[config.mk]
export PLATFORM = sky130hd
export DESIGN_NAME = fsk_bit_clock_recovery_descrambler_top
export DESIGN_NICKNAME = d
export VERILOG_FILES = /design/src/rtl/core/fbcrd_pkg.sv /design/src/rtl/core/fbcrd_phase_track.sv /design/src/rtl/core/fbcrd_descrambler.sv /design/src/rtl/core/fsk_bit_clock_recovery_descrambler_top.sv
export SDC_FILE = /design/constraint.sdc
export NUM_CORES = 1
export LEC_CHECK = 0
export ABC_AREA = 0
export BUFFER_PORTS_ARGS = -buffer_cell sky130_fd_sc_hd__buf_2
export CAP_MARGIN = 20
export CORE_MARGIN = 2
export CORE_UTILIZATION = 35
export CTS_CLUSTER_DIAMETER = 50
export CTS_CLUSTER_SIZE = 30
export DETAILED_ROUTE_END_ITERATION = 8
export HOLD_SLACK_MARGIN = 0.02
export PLACE_DENSITY = 0.56
export SYNTH_ARGS = -nofsm -noshare
export SYNTH_HDL_FRONTEND = slang
export SYNTH_SLANG_ARGS = --single-unit
[constraint.sdc]
create_clock -name aclk -period 9.5 [get_ports aclk]
set_input_delay 0.95 -clock aclk [delete_from_list [all_inputs] [get_ports aclk]]
set_output_delay 0.95 -clock aclk [all_outputs]
set_load 0.005 [all_outputs]
[src/rtl/core/fbcrd_pkg.sv]
// fbcrd_pkg: shared types and constants for the fsk bit clock recovery and descrambler
// no dependencies; imported by every module under rtl/core
`default_nettype none

package fbcrd_pkg;

    // field and state widths fixed by the item layout
    localparam int SAMPLE_W = 16;
    localparam int PHASE_W  = 16;
    localparam int INC_W    = 15;

    // phase_increment after reset
    localparam logic [INC_W-1:0] INC_RESET = 15'd9511;

    // phase midpoint
    localparam logic [PHASE_W:0] PHASE_MID = 17'h08000;

    // default descrambler taps (g3ruh polynomial)
    localparam int TAP_FIRST_DEF  = 0;
    localparam int TAP_SECOND_DEF = 12;
    localparam int TAP_LAST_DEF   = 17;

    // configuration port
    localparam int APB_ADDR_W = 3;
    localparam int APB_DATA_W = 32;
    localparam logic REG_PHASE_INC = 1'b0;

    // output of the bit clock tracker for one sample
    typedef struct packed {
        logic wrap;
        logic level;
    } clk_result_t;

endpackage : fbcrd_pkg

`default_nettype wire

[src/rtl/core/fbcrd_phase_track.sv]
// fbcrd_phase_track: sign slicer and 16-bit bit clock phase with edge nudging
// depends on fbcrd_pkg
`default_nettype none

module fbcrd_phase_track (
    input  wire logic                           aclk,
    input  wire logic                           aresetn,
    input  wire logic                           advance,
    input  wire logic [fbcrd_pkg::SAMPLE_W-1:0] sample,
    input  wire logic [fbcrd_pkg::INC_W-1:0]    phase_inc,
    output fbcrd_pkg::clk_result_t              result
);
    import fbcrd_pkg::*;

    logic               prev_sign_reg, prev_sign_next;
    logic [PHASE_W-1:0] phase_reg, phase_next;
    logic               level;
    logic [PHASE_W:0]   threshold;
    logic [PHASE_W:0]   nudged;
    logic [PHASE_W:0]   advanced;
    logic [PHASE_W:0]   inc_ext;
    logic [PHASE_W:0]   eighth_ext;

    // slice: positive means sign clear and nonzero
    assign level = ~sample[SAMPLE_W-1] && (sample != '0);

    assign inc_ext    = {{(PHASE_W+1-INC_W){1'b0}}, phase_inc};
    assign eighth_ext = {{(PHASE_W+4-INC_W){1'b0}}, phase_inc[INC_W-1:3]};
    assign threshold  = PHASE_MID - {{(PHASE_W+2-INC_W){1'b0}}, phase_inc[INC_W-1:1]};

    // nudge on a level change, then advance by the increment
    always_comb begin
        nudged = {1'b0, phase_reg};
        if (level != prev_sign_reg) begin
            if ({1'b0, phase_reg} < threshold) begin
                nudged = {1'b0, phase_reg} + eighth_ext;
            end else begin
                nudged = {1'b0, phase_reg} - eighth_ext;
            end
        end
        advanced       = nudged + inc_ext;
        phase_next     = advanced[PHASE_W-1:0];
        prev_sign_next = level;
        result.wrap    = advanced[PHASE_W];
        result.level   = level;
    end

    // tracker state
    always_ff @(posedge aclk) begin
        if (!aresetn) begin
            prev_sign_reg <= 1'b0;
            phase_reg     <= '0;
        end else if (advance) begin
            prev_sign_reg <= prev_sign_next;
            phase_reg     <= phase_next;
        end
    end

endmodule : fbcrd_phase_track

`default_nettype wire

[src/rtl/core/fbcrd_descrambler.sv]
// fbcrd_descrambler: nrzi decode and multiplicative descrambler over the line bit history
// depends on fbcrd_pkg (import only for house consistency of types)
`default_nettype none

module fbcrd_descrambler #(
    parameter int TAP_FIRST  = fbcrd_pkg::TAP_FIRST_DEF,
    parameter int TAP_SECOND = fbcrd_pkg::TAP_SECOND_DEF,
    parameter int TAP_LAST   = fbcrd_pkg::TAP_LAST_DEF
) (
    input  wire logic aclk,
    input  wire logic aresetn,
    input  wire fbcrd_pkg::clk_result_t clk_in,
    input  wire logic advance,
    output logic      data_bit
);
    import fbcrd_pkg::*;

    localparam int HIST_W = TAP_LAST + 2;

    logic [HIST_W-1:0] hist_reg, hist_next;
    logic [HIST_W-1:0] diff;
    logic              take;

    assign take = advance && clk_in.wrap;

    // shift in the line bit, xor neighbors, xor the taps
    always_comb begin
        hist_next = {hist_reg[HIST_W-2:0], clk_in.level};
        diff      = hist_next ^ {1'b0, hist_next[HIST_W-1:1]};
        data_bit  = ~(diff[TAP_FIRST] ^ diff[TAP_SECOND] ^ diff[TAP_LAST]);
    end

    // history moves only when a bit is taken
    always_ff @(posedge aclk) begin
        if (!aresetn) begin
            hist_reg <= '0;
        end else if (take) begin
            hist_reg <= hist_next;
        end
    end

endmodule : fbcrd_descrambler

`default_nettype wire

[src/rtl/core/fsk_bit_clock_recovery_descrambler_top.sv]
// fsk_bit_clock_recovery_descrambler_top: stream ports, apb register, input and result registers
// depends on fbcrd_pkg, fbcrd_phase_track, fbcrd_descrambler
`default_nettype none

// Bit clock recovery and descrambler for 9600 baud FSK. Each sample item on the s_ stream is
// sliced by sign; a 16-bit bit clock phase advances by phase_increment per sample and is nudged
// by phase_increment/8 on each level change. On every phase wrap one result item leaves on the
// m_ stream with the descrambled data bit and the raw line bit; other samples give no item. The
// block takes one sample per cycle while s_tready is high: a sample is held in an input register,
// processed in one pass through the phase tracker and descrambler, and the result sits in an output
// register, so m_tvalid rises once the sample has passed the input register and then the output
// register. The sustained rate of one item per cycle, while the output is not stalled, is set by the
// phase update loop; the input stalls only while an item is held and a result waits in the output
// register with m_tready low. phase_increment is written through the apb port at address 0; the user
// must write it only while the stream is idle, and the block itself does not enforce this.
module fsk_bit_clock_recovery_descrambler_top #(
    parameter int TAP_FIRST  = fbcrd_pkg::TAP_FIRST_DEF,
    parameter int TAP_SECOND = fbcrd_pkg::TAP_SECOND_DEF,
    parameter int TAP_LAST   = fbcrd_pkg::TAP_LAST_DEF
) (
    input  wire logic                             aclk,
    input  wire logic                             aresetn,
    // apb configuration
    input  wire logic                             psel,
    input  wire logic                             penable,
    input  wire logic                             pwrite,
    input  wire logic [fbcrd_pkg::APB_ADDR_W-1:0] paddr,
    input  wire logic [fbcrd_pkg::APB_DATA_W-1:0] pwdata,
    output logic      [fbcrd_pkg::APB_DATA_W-1:0] prdata,
    output logic                                  pready,
    // input stream
    input  wire logic                             s_tvalid,
    output logic                                  s_tready,
    input  wire logic [15:0]                      s_tdata,  // [15:0] sample
    // result stream
    output logic                                  m_tvalid,
    input  wire logic                             m_tready,
    output logic      [7:0]                       m_tdata   // [0] data_bit, [1] line_bit
);
    import fbcrd_pkg::*;

    logic [INC_W-1:0]    phase_inc_reg;
    logic                in_valid_reg;
    logic [SAMPLE_W-1:0] in_sample_reg;
    logic                out_valid_reg;
    logic                out_data_reg;
    logic                out_line_reg;
    logic                consume;
    logic                cfg_write;
    clk_result_t         clk_res;
    logic                data_bit;

    assign pready    = 1'b1;
    assign cfg_write = psel && penable && pwrite;

    // configuration register
    always_ff @(posedge aclk) begin
        if (!aresetn) begin
            phase_inc_reg <= INC_RESET;
        end else if (cfg_write && (paddr[2] == REG_PHASE_INC)) begin
            phase_inc_reg <= pwdata[INC_W-1:0];
        end
    end

    // register read back
    always_comb begin
        prdata = '0;
        if (paddr[2] == REG_PHASE_INC) begin
            prdata = {{(APB_DATA_W-INC_W){1'b0}}, phase_inc_reg};
        end
    end

    // held item moves on when the output register is free or being emptied
    assign consume  = in_valid_reg && (!out_valid_reg || m_tready);
    assign s_tready = !in_valid_reg || consume;

    // input register
    always_ff @(posedge aclk) begin
        if (!aresetn) begin
            in_valid_reg <= 1'b0;
        end else if (s_tready) begin
            in_valid_reg <= s_tvalid;
        end
    end

    always_ff @(posedge aclk) begin
        if (s_tready && s_tvalid) begin
            in_sample_reg <= s_tdata;
        end
    end

    fbcrd_phase_track u_phase (
        .aclk      (aclk),
        .aresetn   (aresetn),
        .advance   (consume),
        .sample    (in_sample_reg),
        .phase_inc (phase_inc_reg),
        .result    (clk_res)
    );

    fbcrd_descrambler #(
        .TAP_FIRST  (TAP_FIRST),
        .TAP_SECOND (TAP_SECOND),
        .TAP_LAST   (TAP_LAST)
    ) u_descr (
        .aclk     (aclk),
        .aresetn  (aresetn),
        .clk_in   (clk_res),
        .advance  (consume),
        .data_bit (data_bit)
    );

    // result register
    always_ff @(posedge aclk) begin
        if (!aresetn) begin
            out_valid_reg <= 1'b0;
        end else if (!out_valid_reg || m_tready) begin
            out_valid_reg <= consume && clk_res.wrap;
        end
    end

    always_ff @(posedge aclk) begin
        if (consume && clk_res.wrap) begin
            out_data_reg <= data_bit;
            out_line_reg <= clk_res.level;
        end
    end

    assign m_tvalid = out_valid_reg;
    assign m_tdata  = {6'b0, out_line_reg, out_data_reg};

    // a new result only comes from a wrapping item
    a_result_from_wrap : assert property (@(posedge aclk) disable iff (!aresetn)
        $rose(m_tvalid) |-> $past(consume && clk_res.wrap))
        else $error("result appeared without a phase wrap");

    // a stalled held item keeps its sample
    a_held_item_stable : assert property (@(posedge aclk) disable iff (!aresetn)
        (in_valid_reg && !consume) |=> (in_valid_reg && $stable(in_sample_reg)))
        else $error("held input item lost or changed");

    // input side stalls only while an item is held
    a_stall_only_when_full : assert property (@(posedge aclk) disable iff (!aresetn)
        !s_tready |-> (in_valid_reg && out_valid_reg && !m_tready))
        else $error("input stalled without cause");

    // reset restores the default increment
    a_inc_reset : assert property (@(posedge aclk)
        $past(!aresetn) |-> (phase_inc_reg == INC_RESET))
        else $error("phase increment not reset");

endmodule : fsk_bit_clock_recovery_descrambler_top

`default_nettype wire

==> key figures <==
Finish
  • Fraction of layout instances using a drive strength above 1: 13.53%
  • ANT cells: 0
  • Fin area: 0.005689 mm^2
  • Largest register FFs: 18
  • Nets: 747
  • # fillers: 1,459
  • Synthesis-to-finish area growth: 11.67%

Global route
  • First-pass GRT wire length: 19.63 mm
  • Vias in the first global route: 3,958
  • Met3 Use GR: 2.277%
  • Largest net degree at the start of global routing: 55
  • Final global-route overflow total: 0
  • Routing usage on met2: 26.42%
  • Grt peak-use layer: met2
  • Met1 usage: 20.60%
  • GRT Util Overall: 15.50%
  • Initial antenna violation count: 0

Route
  • 1st-iter DRT viols: 204
  • TritonRoute pass-1 iters: 4
  • Total wire length: 12.08 mm
  • Residual DRC: 0
  • Number of vias per cell: 5.067
  • Detail Route Antenna Nets: 0
  • Vias post-DR: 4,190
  • WL/cell: 14.60 um

Timing
  • RSZ-0062 raised after global routing: no
  • Rel. slew slack: 37.35%
  • Final Hold Viols: 0
  • Clock Skew: 0.006808 ns
  • Slew Viols, Final: 0
  • Setup violations, final: 0
  • Fmax: 0.1170 GHz
  • Fin crit share: 89.97%
  • Setup TNS: 0 ns
  • Slew @ Worst Pin: 0.9374 ns
  • Min cycle time layout: 8.547 ns

Clock tree
  • CTS Buf Count: 9
  • Post-cts resize count: 0
  • Maximum buffer depth of the clock tree: 2
  • Clock transition at path regs: 0.06 ns
  • Hold-fix buffers at CTS: 0
  • CTS Sinks: 70
  • Post-CTS setup buffers: 0
  • Root buffer cell: clkbuf_16
  • TritonCTS clock tree: yes
  • Worst skew pair latency: 0.33 ns
  • CTS H-tree depth: 3

Place
  • Routability Congestion: 0.8878
  • Port-buffer cells: 57
  • Half-perimeter wire length after placement: 9.087 mm
  • Placed instance area: 0.005390 mm^2

Power and ir drop
  • Pwr/cell area: 157.4 mW/mm^2
  • Max IR drop VDD: 0.09366 mV
  • Leak: 2.618 nW

Job
  • Max cap viols: 0

Setup path
  • CP max FO: 20
  • Top cell by count, worst path: a21oi_1
  • Critical path launch point type: flip-flop
  • Worst Path Arrival: 8.80 ns
  • Critical path class: flip-flop to flip-flop
  • Critical Path RT: 9.75 ns
  • Slowest cell on the critical path: a31o_2
  • Max incr delay on CP: 0.59 ns
  • Crit end category: flip-flop

Synth
  • Count of different cell masters after synthesis: 63
  • Synthesized flop and latch total: 70
  • Synthesized cell area: 0.005095 mm^2
  • Sequential share of the synthesized area: 31.04%
  • Post-synth EDFFs: 18
  • Top post-synthesis cells by area: dfxtp_1, ha_1, edfxtp_1, nand2_1, xor2_1
  • Top-count cell post-synth: nand2_1
  • Post-synth top flop: dfxtp_1
  • FFs w/ async S/R, synth: 0%
  • Leading area contributor after synthesis: dfxtp_1
  • Cells after Synth: 598
  • Top cell types by occurrence after synthesis: nand2_1, dfxtp_1, ha_1
  • Synth warnings: 0
  • Mapped Avg Cell Area: 8.520 um^2
  • Top cell type's share of synthesized area: 20.43%

Floorplanning
  • Io pins: 101
  • Core ar.: 0.01437 mm^2
  • Total die area: 0.01554 mm^2
  • Row Count: 44
  • Die Width: 124.7 um
  • Starting Density: 35.46%
  • Die Y-Extent: 124.7 um

Status
  • Run status: completed

Min path
  • Hold crit path type: flip-flop to flip-flop
## logic make-up (layout without fill, tap and decap cells)
family	Yosys count	after routing	synth area share, %
adder cells (fa/ha/maj)	51	51	12.82
AO/OA/AOI/OAI	129	129	16.26
XOR/XNOR	54	54	9.283
flip-flops	70	70	31.04
buffers and inverters	69	92	7.490
other	2	24	0.1474
AND/OR/NAND/NOR	204	204	19.23
multiplexers	19	19	3.733
## area by class of cell
class / count / area (um^2) / share of cell area (%)
multi-input cells: 481 / 3214 / 56.50
clock inverters: 6 / 70.07 / 1.232
flip-flops and latches: 70 / 1582 / 27.80
repair buffers: 59 / 300.3 / 5.278
well taps: 184 / 230.2 / 4.047
clock buffers: 10 / 229.0 / 4.025
inverters: 17 / 63.81 / 1.122
## cell usage in the layout, fill, tap and decap left out, types with 6 or more instances in the layout
| cell | instances |
|---|---|
| a21boi_0 | 13 |
| a21o_1 | 8 |
| a21oi_1 | 36 |
| and2_1 | 13 |
| buf_2 | 57 |
| clkbuf_16 | 9 |
| conb_1 | 24 |
| dfxtp_1 | 52 |
| edfxtp_1 | 18 |
| ha_1 | 49 |
| inv_1 | 15 |
| mux2i_1 | 19 |
| nand2_1 | 91 |
| nand2b_1 | 6 |
| nand3_1 | 8 |
| nor2_1 | 31 |
| nor2b_1 | 14 |
| nor3_1 | 8 |
| o21ai_0 | 24 |
| o21ai_1 | 7 |
| o21bai_1 | 6 |
| o31ai_1 | 7 |
| xnor2_1 | 24 |
| xor2_1 | 30 |
## through the flow
step	hold WS [ns]	power, W	util [%]	setup slack [ns]	std cells
5_1_grt	0.4901	0.0009443	39.59	0.4827	827
3_3_place_gp	0.4514	0.0005515	37.51	1.261	811
3_5_place_dp	0.4578	0.0005582	37.51	1.117	811
2_1_floorplan	0.4428	0.0005092	-	2.327	620
6_report	0.4625	0.0008953	39.59	0.9526	827
4_1_cts	0.4702	0.0009045	39.59	1.068	827
## worst paths after layout
kind | endpoint | cells past startpoint | start | slack (ns)
setup / recovery | u_descr.hist_reg[17]$_SDFFE_PN0P_ | 30 | phase_inc_reg[3]$_SDFFE_PN0P_ | 0.95
hold / removal | u_descr.hist_reg[7]$_SDFFE_PN0P_ | 2 | u_descr.hist_reg[6]$_SDFFE_PN0P_ | 0.46
setup reg to reg | u_descr.hist_reg[17]$_SDFFE_PN0P_ | 30 | phase_inc_reg[3]$_SDFFE_PN0P_ | 0.95
hold reg to reg | u_descr.hist_reg[7]$_SDFFE_PN0P_ | 2 | u_descr.hist_reg[6]$_SDFFE_PN0P_ | 0.46
## where the power goes
group | switching (W) | internal, W | leakage [nW] | total [W]
Sequential | 0.0000171 | 0.000322 | 0.597 | 0.000339
Combinational | 0.000122 | 0.0000934 | 1.89 | 0.000215
Clock | 0.000137 | 0.000205 | 0.135 | 0.000341
Total | 0.000275 | 0.000620 | 2.62 | 0.000895
## critical path, delay by kind of cell (launching register included)
kind / cells / cell delay [ns]
multiplexers: 1 / 0.27
XOR/XNOR: 2 / 0.25
adder cells (fa/ha/maj): 3 / 1.16
AND/OR/NAND/NOR: 10 / 2.72
AO/OA/AOI/OAI: 14 / 3.64
flip-flops: 1 / 0.40
## metal layers
layer / vias to the layer above / part of all wire (%)
li1: 2108 / -
met1: 1976 / 48
met2: 95 / 47
met3: 11 / 3.9
met4: 0 / 0.99
met5: - / 0
Power figures use the tool's default switching activity.
